$ cat src/ptw_pkg.sv
package ptw_pkg;

	// Request modes
	localparam logic [1:0] MODE_WRITE = 2'd0;
	localparam logic [1:0] MODE_XLATE = 2'd1;
	localparam logic [1:0] MODE_UNMAP = 2'd2;

	// Mapping sizes
	localparam logic [1:0] SIZE_4K   = 2'd0;
	localparam logic [1:0] SIZE_2M   = 2'd1;
	localparam logic [1:0] SIZE_1G   = 2'd2;
	localparam logic [1:0] SIZE_NONE = 2'd3;

	// Result status
	localparam logic [1:0] STAT_OK    = 2'd0;
	localparam logic [1:0] STAT_NOMAP = 2'd1;
	localparam logic [1:0] STAT_RANGE = 2'd2;

	// Width of a descriptor word index built from a 48-bit byte address
	localparam int WIDX_W = 45;

	typedef struct packed {
		logic [1:0]  mode;
		logic [47:0] root_addr;
		logic [47:0] vaddr;
		logic [47:0] word_addr;
		logic [63:0] word_data;
	} req_t;

	typedef struct packed {
		logic [47:0] phys_addr;
		logic [1:0]  map_size;
		logic [1:0]  status;
	} rsp_t;

	typedef enum logic [2:0] {
		RES_DONE,
		RES_NOMAP,
		RES_RANGE,
		RES_PAGE,
		RES_BLK2M,
		RES_BLK1G
	} res_kind_t;

	typedef struct packed {
		logic      load_req;
		logic      clr_we;
		logic      rd_en;
		logic      rd_root;
		logic [1:0] lvl;
		logic      wr_word;
		logic      wr_zero;
		logic      res_load;
		res_kind_t res_kind;
	} cmd_t;

	typedef struct packed {
		logic       clr_done;
		logic       wr_ok;
		logic       lk_ok;
		logic       d_valid;
		logic       d_table;
		logic       out_free;
		logic [1:0] mode;
	} sts_t;

endpackage

$ cat src/ptw_ctrl.sv
module ptw_ctrl (
	input  logic          clk,
	input  logic          arst_n,
	input  logic          req_valid,
	output logic          req_ready,
	input  ptw_pkg::sts_t sts,
	output ptw_pkg::cmd_t cmd
);
	import ptw_pkg::*;

	typedef enum logic [2:0] {
		S_CLEAR,
		S_IDLE,
		S_START,
		S_WALK,
		S_HOLD
	} state_t;

	state_t    state_q, state_n;
	logic [1:0] lvl_q, lvl_n;
	res_kind_t kind_q, kind_n;
	logic      fin;
	res_kind_t fkind;

	assign req_ready = (state_q == S_IDLE);

	always_comb begin
		cmd          = '0;
		cmd.lvl      = lvl_q;
		cmd.res_kind = kind_q;
		state_n      = state_q;
		lvl_n        = lvl_q;
		kind_n       = kind_q;
		fin          = 1'b0;
		fkind        = RES_DONE;

		case (state_q)
			S_CLEAR: begin
				cmd.clr_we = 1'b1;
				if (sts.clr_done) begin
					state_n = S_IDLE;
				end
			end
			S_IDLE: begin
				if (req_valid) begin
					cmd.load_req = 1'b1;
					state_n      = S_START;
				end
			end
			S_START: begin
				case (sts.mode)
					MODE_WRITE: begin
						cmd.wr_word = sts.wr_ok;
						fin         = 1'b1;
						fkind       = sts.wr_ok ? RES_DONE : RES_RANGE;
					end
					MODE_XLATE, MODE_UNMAP: begin
						cmd.rd_root = 1'b1;
						cmd.lvl     = 2'd0;
						if (sts.lk_ok) begin
							cmd.rd_en = 1'b1;
							lvl_n     = 2'd0;
							state_n   = S_WALK;
						end else begin
							fin   = 1'b1;
							fkind = RES_RANGE;
						end
					end
					default: begin
						fin   = 1'b1;
						fkind = RES_DONE;
					end
				endcase
			end
			S_WALK: begin
				if (lvl_q == 2'd3) begin
					fin = 1'b1;
					if (sts.mode == MODE_XLATE) begin
						fkind = (sts.d_valid && sts.d_table) ? RES_PAGE : RES_NOMAP;
					end else begin
						cmd.wr_zero = 1'b1;
						fkind       = sts.d_valid ? RES_DONE : RES_NOMAP;
					end
				end else if (!sts.d_valid) begin
					fin   = 1'b1;
					fkind = RES_NOMAP;
				end else if (!sts.d_table) begin
					fin = 1'b1;
					if (sts.mode == MODE_XLATE && lvl_q == 2'd1) begin
						fkind = RES_BLK1G;
					end else if (sts.mode == MODE_XLATE && lvl_q == 2'd2) begin
						fkind = RES_BLK2M;
					end else begin
						fkind = RES_NOMAP;
					end
				end else begin
					cmd.lvl = lvl_q + 2'd1;
					if (sts.lk_ok) begin
						cmd.rd_en = 1'b1;
						lvl_n     = lvl_q + 2'd1;
					end else begin
						fin   = 1'b1;
						fkind = RES_RANGE;
					end
				end
			end
			S_HOLD: begin
				if (sts.out_free) begin
					cmd.res_load = 1'b1;
					state_n      = S_IDLE;
				end
			end
			default: state_n = S_IDLE;
		endcase

		// Hand the result to the output register, or park it while that is full
		if (fin) begin
			if (sts.out_free) begin
				cmd.res_load = 1'b1;
				cmd.res_kind = fkind;
				state_n      = S_IDLE;
			end else begin
				kind_n  = fkind;
				state_n = S_HOLD;
			end
		end
	end

	always_ff @(posedge clk or negedge arst_n) begin
		if (!arst_n) begin
			state_q <= S_CLEAR;
			lvl_q   <= 2'd0;
			kind_q  <= RES_DONE;
		end else begin
			state_q <= state_n;
			lvl_q   <= lvl_n;
			kind_q  <= kind_n;
		end
	end

endmodule

$ cat config.mk
export PLATFORM = sky130hd
export DESIGN_NAME = ptw_ctrl
export DESIGN_NICKNAME = d
export VERILOG_FILES = /design/src/ptw_pkg.sv /design/src/ptw_ctrl.sv
export SDC_FILE = /design/constraint.sdc
export NUM_CORES = 1
export LEC_CHECK = 0
export ABC_AREA = 1
export CAP_MARGIN = 15
export CORE_MARGIN = 10
export CORE_UTILIZATION = 40
export CTS_CLUSTER_SIZE = 24
export DETAILED_ROUTE_END_ITERATION = 10
export DONT_BUFFER_PORTS = 1
export HOLD_SLACK_MARGIN = 0.15
export SLEW_MARGIN = 15
export SYNTH_ARGS = -nofsm -noshare
export SYNTH_HDL_FRONTEND = slang
export SYNTH_SLANG_ARGS = --single-unit
$ cat constraint.sdc
create_clock -name clk -period 4.2 [get_ports clk]
set_input_delay 0.42 -clock clk [delete_from_list [all_inputs] [get_ports clk]]
set_output_delay 0.42 -clock clk [all_outputs]
set_load 0.03 [all_outputs]
# Word-level counts from Yosys, hierarchy flattened
# Cells that the tools add are included.
# W data, S select, Z words.
[totals]
reg_bits = 8
latchBits = 0
ram_bits = 0
romBits = 0
out_inout_bits = 13
mem_count = 0
[op_classes]
n_addsub = 1
n_mul = 0
div_mod_pow = 0
n_lt_le_gt_ge = 0
eq_ne = 21
shift = 0
muxes = 56
bitwise_logic = 1
reduce_logical = 10
[op_table]
columns = ["operator", "n"]
rows = [
  ["$mux W3", 12],
  ["$mux W2", 13],
  ["$mux W1", 21],
  ["$pmux W3 S5", 1],
  ["$mux W4", 3],
  ["$ne A2 B2 Y1 const B", 6],
  ["$pmux W3 S2", 2],
  ["$ne A3 B3 Y1 const B", 3],
  ["$pmux W2 S2", 2],
  ["$reduce_and A7 Y1", 1],
  ["$eq A2 B2 Y1 const B", 3],
  ["$eq A3 B2 Y1 const B", 2],
  ["$ne A3 B2 Y1 const B", 2],
  ["$reduce_and A6 Y1", 1],
  ["$eq A2 B1 Y1 const B", 2],
  ["$pmux W1 S2", 2],
  ["$eq A3 B1 Y1 const B", 1],
  ["$eq A3 B3 Y1 const B", 1],
  ["$logic_and A1 B1 Y1", 3],
  ["$logic_not A3 Y1", 1],
  ["$add A2 B1 Y2 const B", 1],
  ["$logic_not A2 Y1", 1],
  ["$ne A2 B1 Y1 const B", 1],
  ["$reduce_and A2 Y1", 1],
  ["other kinds (3)", 3],
]

# Depth between registers and ports, before layout
# Gate-level depths: netlist of run 1.
[logic_depth]
ltp_word = 10
mapped_depth = 9

# Worst setup path before layout of run 1
# No wires, ideal clock.
[synth_timing]
kind = "in2out"
from = "input port sts[1] (netlist bit)"
to = "output port cmd[2] (netlist bit)"
arrival_time_ps = 1642
required_ps = 3780
slack_ps = 2138
path_stages = 7
path_buffers = 0
cell_sequence = "inv_1 -> ha_1 -> nand2_1 -> nand4_2 -> nand2_4 -> nand2_4 -> o21ai_1"
[synth_lines]
columns = ["element", "line_no", "text"]
rows = [
  ["from (decl)", "ptw_ctrl.sv:6", "input ptw_pkg::sts_t sts,"],
  ["to (decl)", "ptw_ctrl.sv:7", "output ptw_pkg::cmd_t cmd"],
]

==> results of run 1 <==
## layout make-up
cell class	count	share of cell area (%)
well taps	27	3.59
clock buffers	3	2.39
inverters	20	7.97
repair buffers	1	1.06
multi-input cells	102	63.7
flip-flops and latches	8	21.2
## synthesized netlist by cell type
cell type  number
dfrtp_1         8
a21boi_0        1
nand3_4         1
a21oi_1         2
nand3b_1        1
clkinv_1        1
nor3_1          2
nand4_1         1
nand2_2         5
nand2_4         3
buf_6           1
inv_1          14
inv_2           5
nor2_2          2
o211ai_1        1
nor2_1         11
ha_1            7
nor2_4          2
o21ai_2         2
nand4_2         1
nand3_1         9
o21ai_1         4
o21ai_0         7
a31oi_1         1
nor2_8          1
nand3_2         1
nand2_1        37
## timing repair
| action | 4_1_cts | 5_1_grt |
|---|---|---|
| hold buffers | 1 | 0 |
| buffers inserted | 0 | 0 |
| endpoints found under the hold margin | 8 | 0 |
## per-stage QoR
step	std cells	instance area, um2	setup slack [ns]	total power, W	hold WS, ns
2_1_floorplan	131	887	2.14	0.000509	0.124
3_3_place_gp	157	910	2.05	0.000561	0.125
3_5_place_dp	157	910	2.02	0.000563	0.125
6_report	161	942	1.90	0.000619	0.413
4_1_cts	161	942	1.87	0.000626	0.399
5_1_grt	161	942	1.80	0.000672	0.406
## flip-flops by register name, summed over array words and instances, names as in the netlist
register / flops
state_q: 3
kind_q: 3
lvl_q: 2
## routing by layer
| metal | part of all wire, % | up-vias | GRT usage, % |
|---|---|---|---|
| met5 | 0 | - | 0 |
| met4 | 0.87 | 0 | 3.85 |
| met3 | 9.9 | 4 | 3.34 |
| met2 | 44 | 23 | 14.1 |
| met1 | 45 | 345 | 11.2 |
| li1 | - | 420 | - |
## cells by family after synthesis
kind of cell / after synthesis
compound gates: 18
fa+ha+maj: 7
buf+inv: 21
flops: 8
simple gates: 77
## worst paths after layout
| path | startpoint | end | depth (start not counted) |
|---|---|---|---|
| worst max-delay path | state_q[1] | cmd[2] | 6 |
| worst min-delay path | sts[4] | kind_q[2] | 2 |
| worst max register to register | lvl_q[0] | lvl_q[0] | 8 |
| worst min register to register | kind_q[0] | kind_q[0] | 2 |
| max in group asynchronous | arst_n | kind_q[0] | 1 |
| min in group asynchronous | arst_n | kind_q[1] | 1 |
## worst max-delay path, delay by kind of cell, from the launching register on
| kind | cells | cell delay, ns |
|---|---|---|
| DFF | 1 | 0.57 |
| AOI/OAI and AO/OA | 1 | 0.49 |
| and+or+nand+nor | 5 | 0.56 |
## power by group through the flow
stage | Clock (W) | Combinational (W) | Sequential [W]
6_report | 0.0000571 | 0.000410 | 0.000152
3_5_place_dp | 0 | 0.000410 | 0.000152
5_1_grt | 0.0000632 | 0.000453 | 0.000156
4_1_cts | 0.0000606 | 0.000415 | 0.000151
2_1_floorplan | 0 | 0.000374 | 0.000135
3_3_place_gp | 0 | 0.000409 | 0.000151
## placed cells by master (no fill, tap or decap), drive strengths merged
master       instances
clkbuf               3
dfrtp                8
nand4                2
nor2                16
nand3b               1
a31oi                1
nand3               11
inv                 19
o211ai               1
a21boi               1
a21oi                2
ha                   7
clkinv               1
dlygate4sd3          1
o21ai               13
nand2               45
nor3                 2
==> results.cfg, run 1 <==
[run_status]
status = finished, final reports clean

[logic_synthesis]
synth_xor_area_share_pct = 0
synth_top_area_share_pct = 22.6
synth-adder-area-share_pct = 9.87
synth_top_family_by_area = simple AND/OR/NAND/NOR gates
syn_nets = 149
synth_compound_area_share_pct = 11.7
synth.area.mux_share_pct = 0
synth_warnings = 0
ys_ff_latch = 8
synth-simple-area-share_pct = 46.1
synth_cells = 131
yosysUniqueCellTypes = 27
synth.largest_area_cell = dfrtp_1
yosys-top-cells-area = dfrtp_1, nand2_1, ha_1, inv_1, nand3_1
syn_area_um2 = 887
yosysSeqAreaShare_pct = 22.6
syn_avg_cell_area_um2 = 6.77

[final_layout]
areaGrowthSynthToFinish_pct = 6.21
area.sequential_um2 = 200
fin_util_pct = 46.1
fill_cells = 220
num_antenna_cells = 0
multi_input_area_um2 = 601
drive_gt1_share_pct = 19.4
num-nets-final = 154

[worst_setup_path]
worstPathArrival_ns = 1.88
crit_fanout = 9
endpoint_kind = output pin
critPathKind = register to output pin
r2r_slack_ns = 2.52
required_ns = 3.78
critPathSlowestCell = dfrtp_1
startpoint_type = register
max_stage_delay_ns = 0.57
cp_cell_sequence = nand2_2, nor2_4, nand2_2, nand2_4, nand2_4, o21ai_1

[routing]
drc = 0
ant_nets = 0
drtPass1Iterations = 5
routed_wirelength_mm = 2.06
routed_via_density = 4.92
wl_per_cell_um = 12.8
first_iter_violations = 35
vias = 792

[clock_network]
clock-root-buffer = clkbuf_4
clkLatencyLatePin_ns = 0.25
cts_tree = built
h-tree-depth = 1
cts_resized = 0
clk_pin_slew_worst_paths_ns = 0.05
cts_max_path_buffers = 2
cts_made_buffers = 3
cts.sink_count = 8

[power_and_ir_drop]
internal-power_w = 0.000253
seqPwrFrac_pct = 24.6
netSwitchingPower_w = 0.000366
powerDensity_mw_per_mm2 = 657
leakagePower_nw = 0.502
switching_share_pct = 59.1
clockPowerShare_pct = 9.2
comb_power_share_pct = 66.2
vdd_ir_drop_max_uv = 354

[place]
io_buffers = 0
dpl.hpwl_mm = 1.73
place_congestion = 0.795

[grt]
grt_antenna_before_repair = 0
grt_max_degree = 10
first_global_vias = 753
grt.total_usage_pct = 9.20
grt_pass1_wl_mm = 3.33
overflow = 0

[timing]
post-route-period-util_pct = 54.8
min_period_ns = 2.30
finalSetupTns_ns = 0
final_max_slew_viol_count = 0
fin_skew_ns = 0.000854
maxSlewHeadroom_pct = 36.3
rsz0062_at_grt = false
tightest_slew_ns = 0.948
hold_viol_final = 0
setup_viol_count_final = 0
fmax_mhz = 435

[min_path]
hp-class = input pin to register

[floorplan]
io_pins = 24
die_w_um = 67.1
rows = 16
core_area_mm2 = 0.00204
die_area_mm2 = 0.00450
die_h_um = 67.1
start_util_pct = 43.4

[flow_run]
drv_cap = 0
Note: power is estimated with default switching activity, not from simulation.
==> inputs of run 2 (changes only) <==
clock period = 1.94 ns   (was 4.2 ns; I/O delays follow)
==> run 2 against run 1 <==
Effect of this change:
- routed wire length is 4.2% higher
- clock-buffer cell count did not move
- first-iteration DRC count increased by 43%
- global-route usage grew 0.44 points
- clock power rose by 120%
- total power increased by 130%
- cell count up 6.2%
- combinational power up 140%
- largest cell class unchanged
==> results.cfg, run 2 (same netlist as run 1, synthesis figures left out) <==
[worst_setup_path]
critPathKind = register to output pin
cp_top_family = simple AND/OR/NAND/NOR gates
crit_top_cell = nand2_1
regToRegStartpoint = lvl_q[0]
critPathSlowestCell = dfrtp_1
path_buf_inv = 0
startpoint_type = register
crit_fanout = 5
r2r_slack_ns = 0.29
worstPathArrival_ns = 1.67
required_ns = 1.75
crit_start = lvl_q[0]
cp_num_cells = 6
reg2reg_depth = 7
crit_end = cmd[0]
cp_cell_sequence = ha_2, nor2_1, nand2_1, a21oi_1, nand2_1, nand2_2
max_stage_delay_ns = 0.41
endpoint_kind = output pin
reg2reg_to = lvl_q[1]

[floorplan]
io_pins = 24
die_h_um = 67.1
die_area_mm2 = 0.00450
die_w_um = 67.1
start_util_pct = 43.4
rows = 16
core_area_mm2 = 0.00204

[timing]
fin_ws_ns = 0.0723
setup_viol_count_final = 0
fin_skew_ns = 0.000295
rsz0062_at_grt = true
hold_viol_final = 0
final_max_slew_viol_count = 0
min_period_ns = 1.87
tightest_slew_ns = 0.518
post-route-period-util_pct = 96.3
fmax_mhz = 535
finalSetupTns_ns = 0
maxSlewHeadroom_pct = 65.5

[grt]
grt_antenna_before_repair = 0
first_global_vias = 804
grt_pass1_wl_mm = 3.42
grt_max_degree = 10
grt.total_usage_pct = 9.63
overflow = 0

[routing]
routed_via_density = 5.09
wl_per_cell_um = 12.5
routed_wirelength_mm = 2.15
drtPass1Iterations = 4
drc = 0
vias = 870
first_iter_violations = 50
ant_nets = 0

[final_layout]
fin_area_mm2 = 0.00103
reg.largest.list = kind_q (3), state_q (3), lvl_q (2)
num-nets-final = 164
fin_util_pct = 50.2
layout_common_cells = nand2_1, inv_1, nor2_1
fill_cells = 216
areaGrowthSynthToFinish_pct = 15.7
num_antenna_cells = 0
final_common_cell = nand2_1
drive_gt1_share_pct = 27.8

[power_and_ir_drop]
p_total_w = 0.00145
switching_share_pct = 56.3
netSwitchingPower_w = 0.000814
seqPwrFrac_pct = 23.2
vdd_ir_drop_max_uv = 902
clockPowerShare_pct = 8.5
internal-power_w = 0.000632
leakagePower_nw = 0.549
comb_power_share_pct = 68.2
powerDensity_mw_per_mm2 = 1410

[place]
place_area_um2 = 977
pre_cts_ws_ns = 0.250
place_congestion = 0.885
io_buffers = 0
dpl.hpwl_mm = 1.80

[clock_network]
cts_made_buffers = 3
h-tree-depth = 1
clk_pin_slew_worst_paths_ns = 0.05
clkLatencyLatePin_ns = 0.25
clock-root-buffer = clkbuf_4
cts_max_path_buffers = 2
cts.sink_count = 8
cts_tree = built

[min_path]
hp-class = input pin to register

[flow_run]
drv_cap = 0

[run_status]
status = finished, final reports clean
[run 2: changes by cell type in the layout (fill, tap and decap cells not counted), sizes merged]
cell / before / now
buf: 0 / 10
[run 2: worst min-delay path by stage]
stage | start | end | slack [ns] | depth (start not counted)
floorplan | arst_n | kind_q[0] | -0.10 | 0
global placement | arst_n | state_q[2] | -0.10 | 0
detailed placement | arst_n | state_q[0] | -0.10 | 0
CTS | sts[4] | kind_q[2] | 0.17 | 2
global route | sts[2] | state_q[2] | 0.19 | 3
finish | sts[4] | kind_q[2] | 0.17 | 2
[run 2: metrics by stage]
stage / hold WS [ns] / instances
after floorplan: -0.102 / 131
after global placement: -0.101 / 166
after detailed placement: -0.101 / 166
after CTS: 0.166 / 170
after global routing: 0.187 / 171
final: 0.175 / 171
[run 2: layer usage]
metal  GRT usage, %  vias to the layer above  part of all wire (%)
li1               -                      445                     -
met1           11.2                      387                    45
met2           15.2                       33                    44
met3           3.01                        5                   9.2
met4           5.38                        0                   2.1
met5              0                        -                     0
[run 2: final cells by class]
| type | instances | area, um2 | area share (%) |
|---|---|---|---|
| timing repair buffer | 11 | 85.1 | 8.29 |
| clock buffer | 3 | 22.5 | 2.20 |
| inverter | 20 | 75.1 | 7.32 |
| multi-input combinational | 102 | 608 | 59.3 |
| sequential | 8 | 201 | 19.6 |
| tap | 27 | 33.8 | 3.29 |
[run 2: repair_timing]
item / in CTS / in global routing
endpoints found under the setup margin: 1 / 6
hold endpoints to repair: 8 / 0
setup buffers: 0 / 1
gates resized for setup: 1 / 3
pin swaps: 0 / 1
hold buffers: 1 / 0
[run 2: worst reg2reg max path, delay by kind of cell, from the launching register on]
| family | cells | cell delay (ns) |
|---|---|---|
| compound gates | 2 | 0.39 |
| fa+ha+maj | 1 | 0.23 |
| buf+inv | 1 | 0.08 |
| flops | 1 | 0.41 |
| simple gates | 3 | 0.38 |
[run 2: power groups by stage]
stage | clock network, W | logic, W | registers (W)
after global placement | 0 | 0.000969 | 0.000330
after CTS | 0.000130 | 0.000979 | 0.000332
after global routing | 0.000137 | 0.00109 | 0.000347
after detailed placement | 0 | 0.000966 | 0.000335
final | 0.000123 | 0.000986 | 0.000336
after floorplan | 0 | 0.000809 | 0.000293
